[config.mk]
export PLATFORM = sky130hd
export DESIGN_NAME = limited_axis_position_controller_unit
export DESIGN_NICKNAME = d
export VERILOG_FILES = /design/src/hw/rtl/lapc_pkg.sv /design/src/hw/rtl/lapc_div.sv /design/src/hw/rtl/lapc_mul.sv /design/src/hw/rtl/limited_axis_position_controller_unit.sv
export SDC_FILE = /design/constraint.sdc
export NUM_CORES = 2
export LEC_CHECK = 0
export ABC_AREA = 1
export BUFFER_PORTS_ARGS = -buffer_cell sky130_fd_sc_hd__buf_4
export CAP_MARGIN = 20
export CELL_PAD_IN_SITES_DETAIL_PLACEMENT = 1
export CELL_PAD_IN_SITES_GLOBAL_PLACEMENT = 2
export CORE_ASPECT_RATIO = 1.75
export CORE_MARGIN = 2
export CORE_UTILIZATION = 34
export DETAILED_ROUTE_END_ITERATION = 10
export PLACE_DENSITY_LB_ADDON = 0.1
export SYNTH_ARGS = -nofsm -noshare
export SYNTH_HDL_FRONTEND = slang
export SYNTH_SLANG_ARGS = --single-unit
export TNS_END_PERCENT = 5
[constraint.sdc]
create_clock -name i_clk -period 4.4 [get_ports i_clk]
set_input_delay 0.44 -clock i_clk [delete_from_list [all_inputs] [get_ports i_clk]]
set_output_delay 0.44 -clock i_clk [all_outputs]
set_load 0.02 [all_outputs]
[src/hw/rtl/lapc_pkg.sv]
`timescale 1ns / 1ps
`default_nettype none

package lapc_pkg;

    // Field widths
    localparam int POS_W   = 32;
    localparam int SPEED_W = 16;
    localparam int QUOT_W  = 15;
    localparam int RANGE_W = 20;
    localparam int ERR_W   = 33;
    localparam int DIST_W  = 16;
    localparam int MCAND_W = 41;
    localparam int PROD_W  = 58;
    localparam int CNT_W   = 4;

    // Step counts for the serial units, counted down to zero
    localparam logic [CNT_W-1:0] DIV_LAST = CNT_W'(QUOT_W - 1);
    localparam logic [CNT_W-1:0] MUL_LAST = CNT_W'(DIST_W - 1);

    // Opcodes
    localparam logic [1:0] OP_AUTO   = 2'd0;
    localparam logic [1:0] OP_MANUAL = 2'd1;
    localparam logic [1:0] OP_SET    = 2'd2;

    // Register indexes
    localparam logic [2:0] CFG_TOL   = 3'd0;
    localparam logic [2:0] CFG_RANGE = 3'd1;
    localparam logic [2:0] CFG_MIN   = 3'd2;
    localparam logic [2:0] CFG_MAX   = 3'd3;
    localparam logic [2:0] CFG_MAXH  = 3'd4;
    localparam logic [2:0] CFG_CSQ   = 3'd5;
    localparam logic [2:0] CFG_CLIN  = 3'd6;
    localparam logic [2:0] CFG_COFF  = 3'd7;

    // Drive limits
    localparam logic signed [SPEED_W-1:0] SPEED_MOST_NEG = 16'sh8000;
    localparam logic signed [SPEED_W-1:0] SPEED_NEG_LIM  = 16'sh8001;

    // Rounding bias for truncating a Q.24 value toward zero
    localparam logic [PROD_W-1:0] TRUNC_BIAS = PROD_W'(24'hFF_FFFF);

    typedef enum logic [3:0] {
        ST_IDLE,
        ST_POS,
        ST_ERR,
        ST_DIV,
        ST_MUL1,
        ST_MUL2,
        ST_VTGT,
        ST_BAND,
        ST_LIMIT,
        ST_OUTPOS,
        ST_OUTDIFF,
        ST_OUTPUT
    } t_state;

    typedef struct packed {
        logic               start;
        logic [ERR_W-1:0]   dividend;
        logic [RANGE_W-1:0] divisor;
    } t_div_req;

    typedef struct packed {
        logic                       start;
        logic signed [MCAND_W-1:0]  mcand;
        logic [DIST_W-1:0]          mplier;
        logic signed [PROD_W-1:0]   init;
    } t_mul_req;

endpackage

`default_nettype wire

[src/hw/rtl/lapc_div.sv]
`timescale 1ns / 1ps
`default_nettype none

// Restoring divider: speed = floor(err * 2^15 / range), saturated.
// One quotient bit per cycle after a single overflow check.
module lapc_div (
    input  wire                         i_clk,
    input  wire                         i_rst_n,
    input  lapc_pkg::t_div_req          i_req,
    output logic                        o_busy,
    output logic [lapc_pkg::QUOT_W-1:0] o_quot
);

    logic                          r_busy, n_busy;
    logic                          r_chk, n_chk;
    logic [lapc_pkg::CNT_W-1:0]    r_cnt, n_cnt;
    logic [lapc_pkg::ERR_W-1:0]    r_rem, n_rem;
    logic [lapc_pkg::RANGE_W-1:0]  r_dvs, n_dvs;
    logic [lapc_pkg::QUOT_W-1:0]   r_quot, n_quot;
    logic [lapc_pkg::RANGE_W:0]    w_shift;
    logic                          w_ge;

    // Shift remainder up one bit and trial-subtract
    assign w_shift = {r_rem[lapc_pkg::RANGE_W-1:0], 1'b0};
    assign w_ge    = (w_shift >= {1'b0, r_dvs});

    always_comb begin
        n_busy = r_busy;
        n_chk  = r_chk;
        n_cnt  = r_cnt;
        n_rem  = r_rem;
        n_dvs  = r_dvs;
        n_quot = r_quot;
        if (i_req.start) begin
            // Load operands; a zero range acts as one
            n_rem  = i_req.dividend;
            n_dvs  = (i_req.divisor == '0) ? lapc_pkg::RANGE_W'(1) : i_req.divisor;
            n_busy = 1'b1;
            n_chk  = 1'b1;
            n_cnt  = lapc_pkg::DIV_LAST;
            n_quot = '0;
        end else if (r_busy) begin
            if (r_chk) begin
                // Error at or beyond range saturates to full speed
                if (r_rem >= {{(lapc_pkg::ERR_W-lapc_pkg::RANGE_W){1'b0}}, r_dvs}) begin
                    n_quot = '1;
                    n_busy = 1'b0;
                end else begin
                    n_chk = 1'b0;
                end
            end else begin
                n_rem  = {{(lapc_pkg::ERR_W-lapc_pkg::RANGE_W-1){1'b0}},
                          (w_ge ? (w_shift - {1'b0, r_dvs}) : w_shift)};
                n_quot = {r_quot[lapc_pkg::QUOT_W-2:0], w_ge};
                if (r_cnt == '0) begin
                    n_busy = 1'b0;
                end else begin
                    n_cnt = r_cnt - 1'b1;
                end
            end
        end
    end

    always_ff @(posedge i_clk) begin
        if (!i_rst_n) begin
            r_busy <= 1'b0;
            r_chk  <= 1'b0;
            r_cnt  <= '0;
        end else begin
            r_busy <= n_busy;
            r_chk  <= n_chk;
            r_cnt  <= n_cnt;
        end
        r_rem  <= n_rem;
        r_dvs  <= n_dvs;
        r_quot <= n_quot;
    end

    assign o_busy = r_busy;
    assign o_quot = r_quot;

endmodule

`default_nettype wire

[src/hw/rtl/lapc_mul.sv]
`timescale 1ns / 1ps
`default_nettype none

// Shift-add multiplier: prod = init + mcand * mplier, mplier unsigned.
// Takes one multiplier bit per cycle, lowest first.
module lapc_mul (
    input  wire                                i_clk,
    input  wire                                i_rst_n,
    input  lapc_pkg::t_mul_req                 i_req,
    output logic                               o_busy,
    output logic signed [lapc_pkg::PROD_W-1:0] o_prod
);

    logic                               r_busy, n_busy;
    logic [lapc_pkg::CNT_W-1:0]         r_cnt, n_cnt;
    logic signed [lapc_pkg::PROD_W-1:0] r_acc, n_acc;
    logic [lapc_pkg::PROD_W-1:0]        r_mcand, n_mcand;
    logic [lapc_pkg::DIST_W-1:0]        r_mplier, n_mplier;

    always_comb begin
        n_busy   = r_busy;
        n_cnt    = r_cnt;
        n_acc    = r_acc;
        n_mcand  = r_mcand;
        n_mplier = r_mplier;
        if (i_req.start) begin
            n_acc    = i_req.init;
            n_mcand  = {{(lapc_pkg::PROD_W-lapc_pkg::MCAND_W){i_req.mcand[lapc_pkg::MCAND_W-1]}},
                        i_req.mcand};
            n_mplier = i_req.mplier;
            n_cnt    = lapc_pkg::MUL_LAST;
            n_busy   = 1'b1;
        end else if (r_busy) begin
            // Add the shifted multiplicand where the multiplier bit is set
            if (r_mplier[0]) begin
                n_acc = r_acc + $signed(r_mcand);
            end
            n_mcand  = {r_mcand[lapc_pkg::PROD_W-2:0], 1'b0};
            n_mplier = {1'b0, r_mplier[lapc_pkg::DIST_W-1:1]};
            if (r_cnt == '0) begin
                n_busy = 1'b0;
            end else begin
                n_cnt = r_cnt - 1'b1;
            end
        end
    end

    always_ff @(posedge i_clk) begin
        if (!i_rst_n) begin
            r_busy <= 1'b0;
            r_cnt  <= '0;
        end else begin
            r_busy <= n_busy;
            r_cnt  <= n_cnt;
        end
        r_acc    <= n_acc;
        r_mcand  <= n_mcand;
        r_mplier <= n_mplier;
    end

    assign o_busy = r_busy;
    assign o_prod = r_acc;

endmodule

`default_nettype wire

[src/hw/rtl/limited_axis_position_controller_unit.sv]
`timescale 1ns / 1ps
`default_nettype none

// From acceptance to the output register a set-target word passes ST_OUTPOS, ST_OUTDIFF
// and ST_OUTPUT; a manual word adds ST_POS and ST_LIMIT, an automatic word the 15-step
// restoring divider, and a word with vision the two 16-step shift-add multiplies as well.
// Throughput: one word at a time; the next word is taken once the result is registered.
// Reset (synchronous, active low) clears target, home offset and drive and loads defaults.
module limited_axis_position_controller_unit (
    input  wire          i_clk,
    input  wire          i_rst_n,
    // slave side
    input  wire          s_axis_tvalid,
    output logic         s_axis_tready,
    // [31:0] encoder_raw, [32] home_switch, [33] vision_on, [49:34] target_distance,
    // [65:50] manual_speed, [97:66] new_target, [103:98] zero
    input  wire  [103:0] s_axis_tdata,
    // [1:0] opcode
    input  wire  [1:0]   s_axis_tuser,
    // master side
    output logic         m_axis_tvalid,
    input  wire          m_axis_tready,
    // [15:0] motor_drive, [47:16] position, [48] on_target, [55:49] zero
    output logic [55:0]  m_axis_tdata,
    // configuration writes
    input  wire          i_cfg_we,
    input  wire  [2:0]   i_cfg_addr,
    input  wire  [31:0]  i_cfg_wdata
);

    lapc_pkg::t_state r_state, n_state;

    // Latched input word
    logic [1:0]          r_op;
    logic [31:0]         r_raw;
    logic                r_home;
    logic                r_vision;
    logic [15:0]         r_dist;
    logic signed [15:0]  r_ms;

    // Axis state
    logic signed [31:0]  r_target, n_target;
    logic [31:0]         r_offset, n_offset;
    logic signed [15:0]  r_drive, n_drive;

    // Working registers
    logic [31:0]         r_pos, n_pos;
    logic signed [32:0]  r_diff, n_diff;
    logic signed [15:0]  r_speed, n_speed;
    logic signed [33:0]  r_vsum, n_vsum;

    // Output register
    logic                r_out_valid, n_out_valid;
    logic signed [15:0]  r_out_drive, n_out_drive;
    logic [31:0]         r_out_pos, n_out_pos;
    logic                r_out_on, n_out_on;

    // Configuration
    logic [15:0]         r_tol;
    logic [19:0]         r_range;
    logic [14:0]         r_min;
    logic [14:0]         r_max;
    logic [30:0]         r_maxh;
    logic signed [31:0]  r_csq;
    logic signed [31:0]  r_clin;
    logic signed [31:0]  r_coff;

    lapc_pkg::t_div_req  w_div_req;
    lapc_pkg::t_mul_req  w_mul_req;
    logic                w_div_busy;
    logic [14:0]         w_quot;
    logic                w_mul_busy;
    logic signed [57:0]  w_prod;

    logic                w_in_acc;
    logic                w_out_free;
    logic [31:0]         w_pos_now;
    logic signed [32:0]  w_dpos;
    logic [32:0]         w_err;
    logic [14:0]         w_q_lim;
    logic [14:0]         w_q_clamp;
    logic signed [40:0]  w_mcand2;
    logic [57:0]         w_vbias;
    logic signed [32:0]  w_tol_s;
    logic signed [32:0]  w_ntol_s;
    logic                w_above;
    logic                w_below;
    logic                w_at_top;
    logic signed [15:0]  w_spd;
    logic                w_apply;

    assign s_axis_tready = (r_state == lapc_pkg::ST_IDLE);
    assign w_in_acc      = s_axis_tvalid && s_axis_tready;
    assign w_out_free    = !r_out_valid || m_axis_tready;

    // Position and absolute error against the stored target
    assign w_pos_now = r_raw - r_offset;
    assign w_dpos    = $signed({r_pos[31], r_pos}) - $signed({r_target[31], r_target});
    assign w_err     = w_dpos[32] ? 33'(-w_dpos) : 33'(w_dpos);

    // Clamp the quotient: max first, then min wins
    assign w_q_lim   = (w_quot > r_max) ? r_max : w_quot;
    assign w_q_clamp = (w_q_lim < r_min) ? r_min : w_q_lim;

    // floor(sq*d/256) + lin, then truncate the Q.24 sum toward zero
    assign w_mcand2 = $signed(w_prod[48:8]) + $signed({{9{r_clin[31]}}, r_clin});
    assign w_vbias  = w_prod + (w_prod[57] ? lapc_pkg::TRUNC_BIAS : '0);

    // Tolerance band around the target
    assign w_tol_s  = $signed({17'b0, r_tol});
    assign w_ntol_s = -w_tol_s;
    assign w_above  = (r_diff > w_tol_s);
    assign w_below  = (r_diff < w_ntol_s);

    // Height limit, seen from the position after any re-homing
    assign w_at_top = r_home ? (r_maxh == '0)
                             : (!r_pos[31] && (r_pos[30:0] >= r_maxh));

    // Drive request for the limit stage
    always_comb begin
        w_spd   = r_speed;
        w_apply = 1'b1;
        if (r_op == lapc_pkg::OP_AUTO) begin
            if (w_above) begin
                w_spd = -r_speed;
            end else if (w_below) begin
                w_spd = r_speed;
            end else begin
                w_spd   = '0;
                w_apply = 1'b0;
            end
        end
    end

    // Sequencer
    always_comb begin
        n_state     = r_state;
        n_target    = r_target;
        n_offset    = r_offset;
        n_drive     = r_drive;
        n_pos       = r_pos;
        n_diff      = r_diff;
        n_speed     = r_speed;
        n_vsum      = r_vsum;
        n_out_valid = r_out_valid;
        n_out_drive = r_out_drive;
        n_out_pos   = r_out_pos;
        n_out_on    = r_out_on;

        w_div_req          = '0;
        w_div_req.dividend = w_err;
        w_div_req.divisor  = r_range;

        w_mul_req        = '0;
        w_mul_req.mplier = r_dist;
        w_mul_req.mcand  = {{9{r_csq[31]}}, r_csq};

        // Drop the output word once taken
        if (r_out_valid && m_axis_tready) begin
            n_out_valid = 1'b0;
        end

        unique case (r_state)
            lapc_pkg::ST_IDLE: begin
                if (w_in_acc) begin
                    unique case (s_axis_tuser) inside
                        lapc_pkg::OP_AUTO,
                        lapc_pkg::OP_MANUAL: n_state = lapc_pkg::ST_POS;
                        lapc_pkg::OP_SET: begin
                            n_target = $signed(s_axis_tdata[97:66]);
                            n_state  = lapc_pkg::ST_OUTPOS;
                        end
                        default: n_state = lapc_pkg::ST_OUTPOS;
                    endcase
                end
            end
            lapc_pkg::ST_POS: begin
                n_pos = w_pos_now;
                if (r_op == lapc_pkg::OP_AUTO) begin
                    n_state = lapc_pkg::ST_ERR;
                end else begin
                    n_speed = (r_ms == lapc_pkg::SPEED_MOST_NEG) ? lapc_pkg::SPEED_NEG_LIM : r_ms;
                    n_state = lapc_pkg::ST_LIMIT;
                end
            end
            lapc_pkg::ST_ERR: begin
                // Start the divider, and the square term when vision is on
                w_div_req.start = 1'b1;
                w_mul_req.start = r_vision;
                n_state         = lapc_pkg::ST_DIV;
            end
            lapc_pkg::ST_DIV: begin
                if (!w_div_busy) begin
                    n_speed = $signed({1'b0, w_q_clamp});
                    n_state = r_vision ? lapc_pkg::ST_MUL1 : lapc_pkg::ST_BAND;
                end
            end
            lapc_pkg::ST_MUL1: begin
                if (!w_mul_busy) begin
                    w_mul_req.start = 1'b1;
                    w_mul_req.mcand = w_mcand2;
                    w_mul_req.init  = $signed({{18{r_coff[31]}}, r_coff, 8'b0});
                    n_state         = lapc_pkg::ST_MUL2;
                end
            end
            lapc_pkg::ST_MUL2: begin
                if (!w_mul_busy) begin
                    n_vsum  = $signed(w_vbias[57:24]);
                    n_state = lapc_pkg::ST_VTGT;
                end
            end
            lapc_pkg::ST_VTGT: begin
                // Saturate the vision target to 32 bits
                if ((r_vsum[33:31] == 3'b000) || (r_vsum[33:31] == 3'b111)) begin
                    n_target = r_vsum[31:0];
                end else begin
                    n_target = r_vsum[33] ? 32'sh8000_0000 : 32'sh7FFF_FFFF;
                end
                n_state = lapc_pkg::ST_BAND;
            end
            lapc_pkg::ST_BAND: begin
                n_diff  = w_dpos;
                n_state = lapc_pkg::ST_LIMIT;
            end
            lapc_pkg::ST_LIMIT: begin
                if (!w_apply) begin
                    n_drive = '0;
                end else begin
                    if (r_home) begin
                        n_offset = r_raw;
                    end
                    if (r_home && w_spd[15]) begin
                        n_drive = '0;
                    end else if (w_at_top && !w_spd[15] && (w_spd != '0)) begin
                        n_drive = '0;
                    end else begin
                        n_drive = w_spd;
                    end
                end
                n_state = lapc_pkg::ST_OUTPOS;
            end
            lapc_pkg::ST_OUTPOS: begin
                n_pos   = w_pos_now;
                n_state = lapc_pkg::ST_OUTDIFF;
            end
            lapc_pkg::ST_OUTDIFF: begin
                n_diff  = w_dpos;
                n_state = lapc_pkg::ST_OUTPUT;
            end
            lapc_pkg::ST_OUTPUT: begin
                if (w_out_free) begin
                    n_out_valid = 1'b1;
                    n_out_drive = r_drive;
                    n_out_pos   = r_pos;
                    n_out_on    = (r_diff >= w_ntol_s) && (r_diff <= w_tol_s);
                    n_state     = lapc_pkg::ST_IDLE;
                end
            end
            default: n_state = lapc_pkg::ST_IDLE;
        endcase
    end

    // Control and axis state
    always_ff @(posedge i_clk) begin
        if (!i_rst_n) begin
            r_state     <= lapc_pkg::ST_IDLE;
            r_target    <= '0;
            r_offset    <= '0;
            r_drive     <= '0;
            r_out_valid <= 1'b0;
        end else begin
            r_state     <= n_state;
            r_target    <= n_target;
            r_offset    <= n_offset;
            r_drive     <= n_drive;
            r_out_valid <= n_out_valid;
        end
    end

    // Working and output payload
    always_ff @(posedge i_clk) begin
        r_pos       <= n_pos;
        r_diff      <= n_diff;
        r_speed     <= n_speed;
        r_vsum      <= n_vsum;
        r_out_drive <= n_out_drive;
        r_out_pos   <= n_out_pos;
        r_out_on    <= n_out_on;
    end

    // Hold the accepted word
    always_ff @(posedge i_clk) begin
        if (w_in_acc) begin
            r_op     <= s_axis_tuser;
            r_raw    <= s_axis_tdata[31:0];
            r_home   <= s_axis_tdata[32];
            r_vision <= s_axis_tdata[33];
            r_dist   <= s_axis_tdata[49:34];
            r_ms     <= $signed(s_axis_tdata[65:50]);
        end
    end

    // Configuration registers
    always_ff @(posedge i_clk) begin
        if (!i_rst_n) begin
            r_tol   <= 16'd10;
            r_range <= 20'd200;
            r_min   <= 15'd3277;
            r_max   <= 15'd16384;
            r_maxh  <= 31'd1000;
            r_csq   <= '0;
            r_clin  <= '0;
            r_coff  <= '0;
        end else if (i_cfg_we) begin
            unique case (i_cfg_addr)
                lapc_pkg::CFG_TOL:   r_tol   <= i_cfg_wdata[15:0];
                lapc_pkg::CFG_RANGE: r_range <= i_cfg_wdata[19:0];
                lapc_pkg::CFG_MIN:   r_min   <= i_cfg_wdata[14:0];
                lapc_pkg::CFG_MAX:   r_max   <= i_cfg_wdata[14:0];
                lapc_pkg::CFG_MAXH:  r_maxh  <= i_cfg_wdata[30:0];
                lapc_pkg::CFG_CSQ:   r_csq   <= $signed(i_cfg_wdata);
                lapc_pkg::CFG_CLIN:  r_clin  <= $signed(i_cfg_wdata);
                lapc_pkg::CFG_COFF:  r_coff  <= $signed(i_cfg_wdata);
                default: ;
            endcase
        end
    end

    lapc_div u_div (
        .i_clk   (i_clk),
        .i_rst_n (i_rst_n),
        .i_req   (w_div_req),
        .o_busy  (w_div_busy),
        .o_quot  (w_quot)
    );

    lapc_mul u_mul (
        .i_clk   (i_clk),
        .i_rst_n (i_rst_n),
        .i_req   (w_mul_req),
        .o_busy  (w_mul_busy),
        .o_prod  (w_prod)
    );

    assign m_axis_tvalid = r_out_valid;
    assign m_axis_tdata  = {7'b0, r_out_on, r_out_pos, r_out_drive};

endmodule

`default_nettype wire

==> results.yml <==
timing:
  report.final.slew_viol_count: 0
  finalHoldWorstSlack_ps: 42.3
  fin_crit_sh: 1.00
  final.setup_skew_ps: 35.7
  fin_ws_ps: -3.05
  finalSetupViolCount: 1
  hold_viol: 0
  clock.fmax_ghz: 0.227
  rsz0062_at_grt: "true"
  fin_crit_ps: 4400
  max-slew-margin-rel: 0.342
  setup_tns_ps: -3.05
  worst_pin_slew_ps: 984
global_route:
  grt_overflow: 0
  grt_pass1_wl_um: 275000
  grt_pass1_vias: 42900
  grt_usage: 0.285
  grt_max_degree: 114
  grt_antenna_before_repair: 8
route:
  drc_errors: 0
  ant_nets: 0
  drt-initial-drc-count: 2128
  wl_met2_um: 102000
  met1_length_um: 65700
  num_vias: 40500
  dr_wl_met3_um: 4590
  routedWlPerCell_um: 24.7
  routed.top_layer: "met5"
  viasPerCell: 5.30
  totalWireLength_um: 189000
  drtPass1Iterations: 5
worst_hold_path:
  worstHoldPathType: "in -> reg"
  min_to: "r_coff[30]"
  min-delay-start: "i_cfg_wdata[30]"
  hold_path_depth: 3
worst_setup_path:
  required_ps: 5030
  crit_path_end_kind: "flip-flop"
  cp_top_family: "simple AND/OR/NAND/NOR gates"
  critPathBufInv: 8
  crit_fanout: 6
  crit_arrival_ps: 5030
  reg2reg_to: "r_drive[4]"
  critical_path_class: "reg -> reg"
  max_stage_delay_ps: 330
  start_kind: "flip-flop"
  crit_slowest_cell: "dfxtp_2"
  r2r_setup_slack_ps: -3
  rr_startpoint: "r_tol[0]"
  r2r_cells: 37
  crit_top_cell: "nand2_2"
status:
  violations: "setup timing"
  status: "finished with violations"
placed_design:
  dp_slack_ps: -296
  dp_hpwl_um: 149000
  gp_congestion: 0.948
  portBuffers: 190
power:
  switchingPower_mw: 9.70
  power_frac_seq: 0.349
  p_per_area_nw_per_um2: 481
  intPower_mw: 15.3
  clkPwrFrac: 0.294
  p_comb_frac: 0.357
  irDropWorstVdd_v: 0.000337
  leakage_nw: 22.3
  p_sw_frac: 0.389
die:
  die_width_um: 275
  fp.dieH_um: 478
  pin_count: 204
  rows: 173
  die-area_sq_um: 131000
  initial_utilization: 0.343
  coreArea_sq_um: 127000
synthesis:
  synth_area_leader_cell: "edfxtp_1"
  synth_edf_count: 417
  yosys.cell_count.top_type: "nand2_1"
  syn_avg_cell_area_sq_um: 7.83
  synth_cells: 5572
  yosys_warnings: 0
  seq_area_frac_synth: 0.426
  synth_common_cells: "nand2_1 (1044), nor2_1 (728), inv_1 (644)"
  ys_seq_elements: 721
  synthFlopType: "edfxtp_1"
  synth_top_area_frac: 0.287
  synth_area_leaders: "edfxtp_1 (29%), dfxtp_1 (14%), ha_1 (9.7%), nand2_1 (9.0%), a21oi_1 (6.5%)"
  synth.distinct_cells: 63
  async_flop_share: 0
  syn_area_sq_um: 43700
clocking:
  cts_sinks: 721
  cts_made_buffers: 79
  htree_num_levels: 3
  insertion_delay_ps: 710
  clk_pin_slew_ps: 70
  cts_tree: "yes"
  cts-root-buf: "clkbuf_16"
  ctsLongestPathBuffers: 3
final_layout:
  drive_gt1_frac: 0.109
  postLayoutCoreUtil: 0.408
  syn2layout_area_growth_pct: 19.0
  layout.nets: 6401
run:
  cap_violations: 0
-- cells by family after synthesis --
kind of cell / Yosys count / synth area share
flops: 721 / 0.426
xor+xnor: 137 / 0.0280
simple gates: 2203 / 0.208
compound gates: 1322 / 0.165
other cells: 1 / 0.0000859
fa+ha+maj: 343 / 0.0992
buf+inv: 845 / 0.0739
-- per-layer routing --
metal | GRT usage | up-vias
li1 | - | 19500
met1 | 0.278 | 19700
met2 | 0.551 | 797
met3 | 0.0249 | 447
met4 | 0.205 | 10
met5 | 0 | -
-- worst max-delay path by stage --
stage / slack [ps] / depth (start not counted) / startpoint / to
after floorplan: 110 / 5 / r_state[3] / r_dist[0]
after global placement: -200 / 34 / r_tol[0] / r_drive[13]
after detailed placement: -300 / 34 / r_tol[0] / r_drive[11]
after CTS: 20 / 34 / r_tol[1] / r_drive[11]
after global routing: -260 / 36 / r_tol[0] / r_drive[4]
final: -3 / 37 / r_tol[0] / r_drive[4]
-- cells in the final DEF (no fill, tap or decap), types with 26 or more instances in the layout --
master | Yosys | routed
xor2_1 | 89 | 89
a21oi_1 | 570 | 559
o21ai_0 | 513 | 502
edfxtp_1 | 417 | 417
inv_1 | 644 | 637
nor4_1 | 46 | 41
clkbuf_16 | 0 | 83
nand2_2 | 2 | 26
dlygate4sd3_1 | 0 | 77
a31oi_1 | 64 | 64
nand3_1 | 187 | 180
nand2_1 | 1044 | 1013
nand4_1 | 73 | 73
ha_1 | 338 | 335
xnor2_1 | 45 | 45
nor3_1 | 64 | 56
dfxtp_1 | 304 | 302
nor2_1 | 728 | 701
buf_4 | 8 | 347
o211ai_1 | 32 | 32
-- registers in the layout, summed over array words and instances (netlist names), 20 cells and up --
signal,count
u_div.r_rem,33
r_clin,32
r_diff,33
r_range,20
r_coff,32
r_offset,32
r_csq,32
r_pos,32
r_out_pos,32
u_mul.r_mcand,58
u_div.r_dvs,20
r_vsum,34
r_target,32
r_raw,32
r_maxh,31
u_mul.o_prod,58
-- power groups by stage --
stage / Clock (mW) / Combinational (mW) / Sequential [mW]
floorplan: 0 / 5.44 / 8.50
global placement: 0 / 8.67 / 8.86
detailed placement: 0 / 8.79 / 8.87
CTS: 7.52 / 8.92 / 8.73
global route: 7.72 / 9.92 / 8.76
finish: 7.34 / 8.91 / 8.73
-- per-stage QoR --
step	area, sq um	cells	total power [mW]
4_1_cts	51500	7634	25.2
2_1_floorplan	43700	5578	13.9
3_3_place_gp	47800	7405	17.5
6_report	52000	7643	25.0
3_5_place_dp	47800	7406	17.7
5_1_grt	52000	7643	26.4
-- repair_timing --
action,4_1_cts,5_1_grt
buffers inserted,2,5
pin swaps,4,39
hold buffers,77,0
resized for setup,18,107
endpoints found under the setup margin,48,48
hold endpoints to repair,79,0
cloned,1,2
-- area by class of cell --
cell class | instances | area [sq um]
Fill cell | 15400 | 75300
Inverter | 656 | 2470
Timing Repair Buffer | 441 | 3650
Multi-Input combinational cell | 4013 | 22300
Clock buffer | 105 | 2250
Antenna cell | 2 | 5.00
Tap cell | 1662 | 2080
Clock inverter | 43 | 547
Sequential cell | 721 | 18600
-- worst min-delay path: cells and delay by family --
kind          cells  cell delay, ps
simple gates      2             140
buf+inv           1             130
No activity file was read; power rests on OpenSTA's default activity.
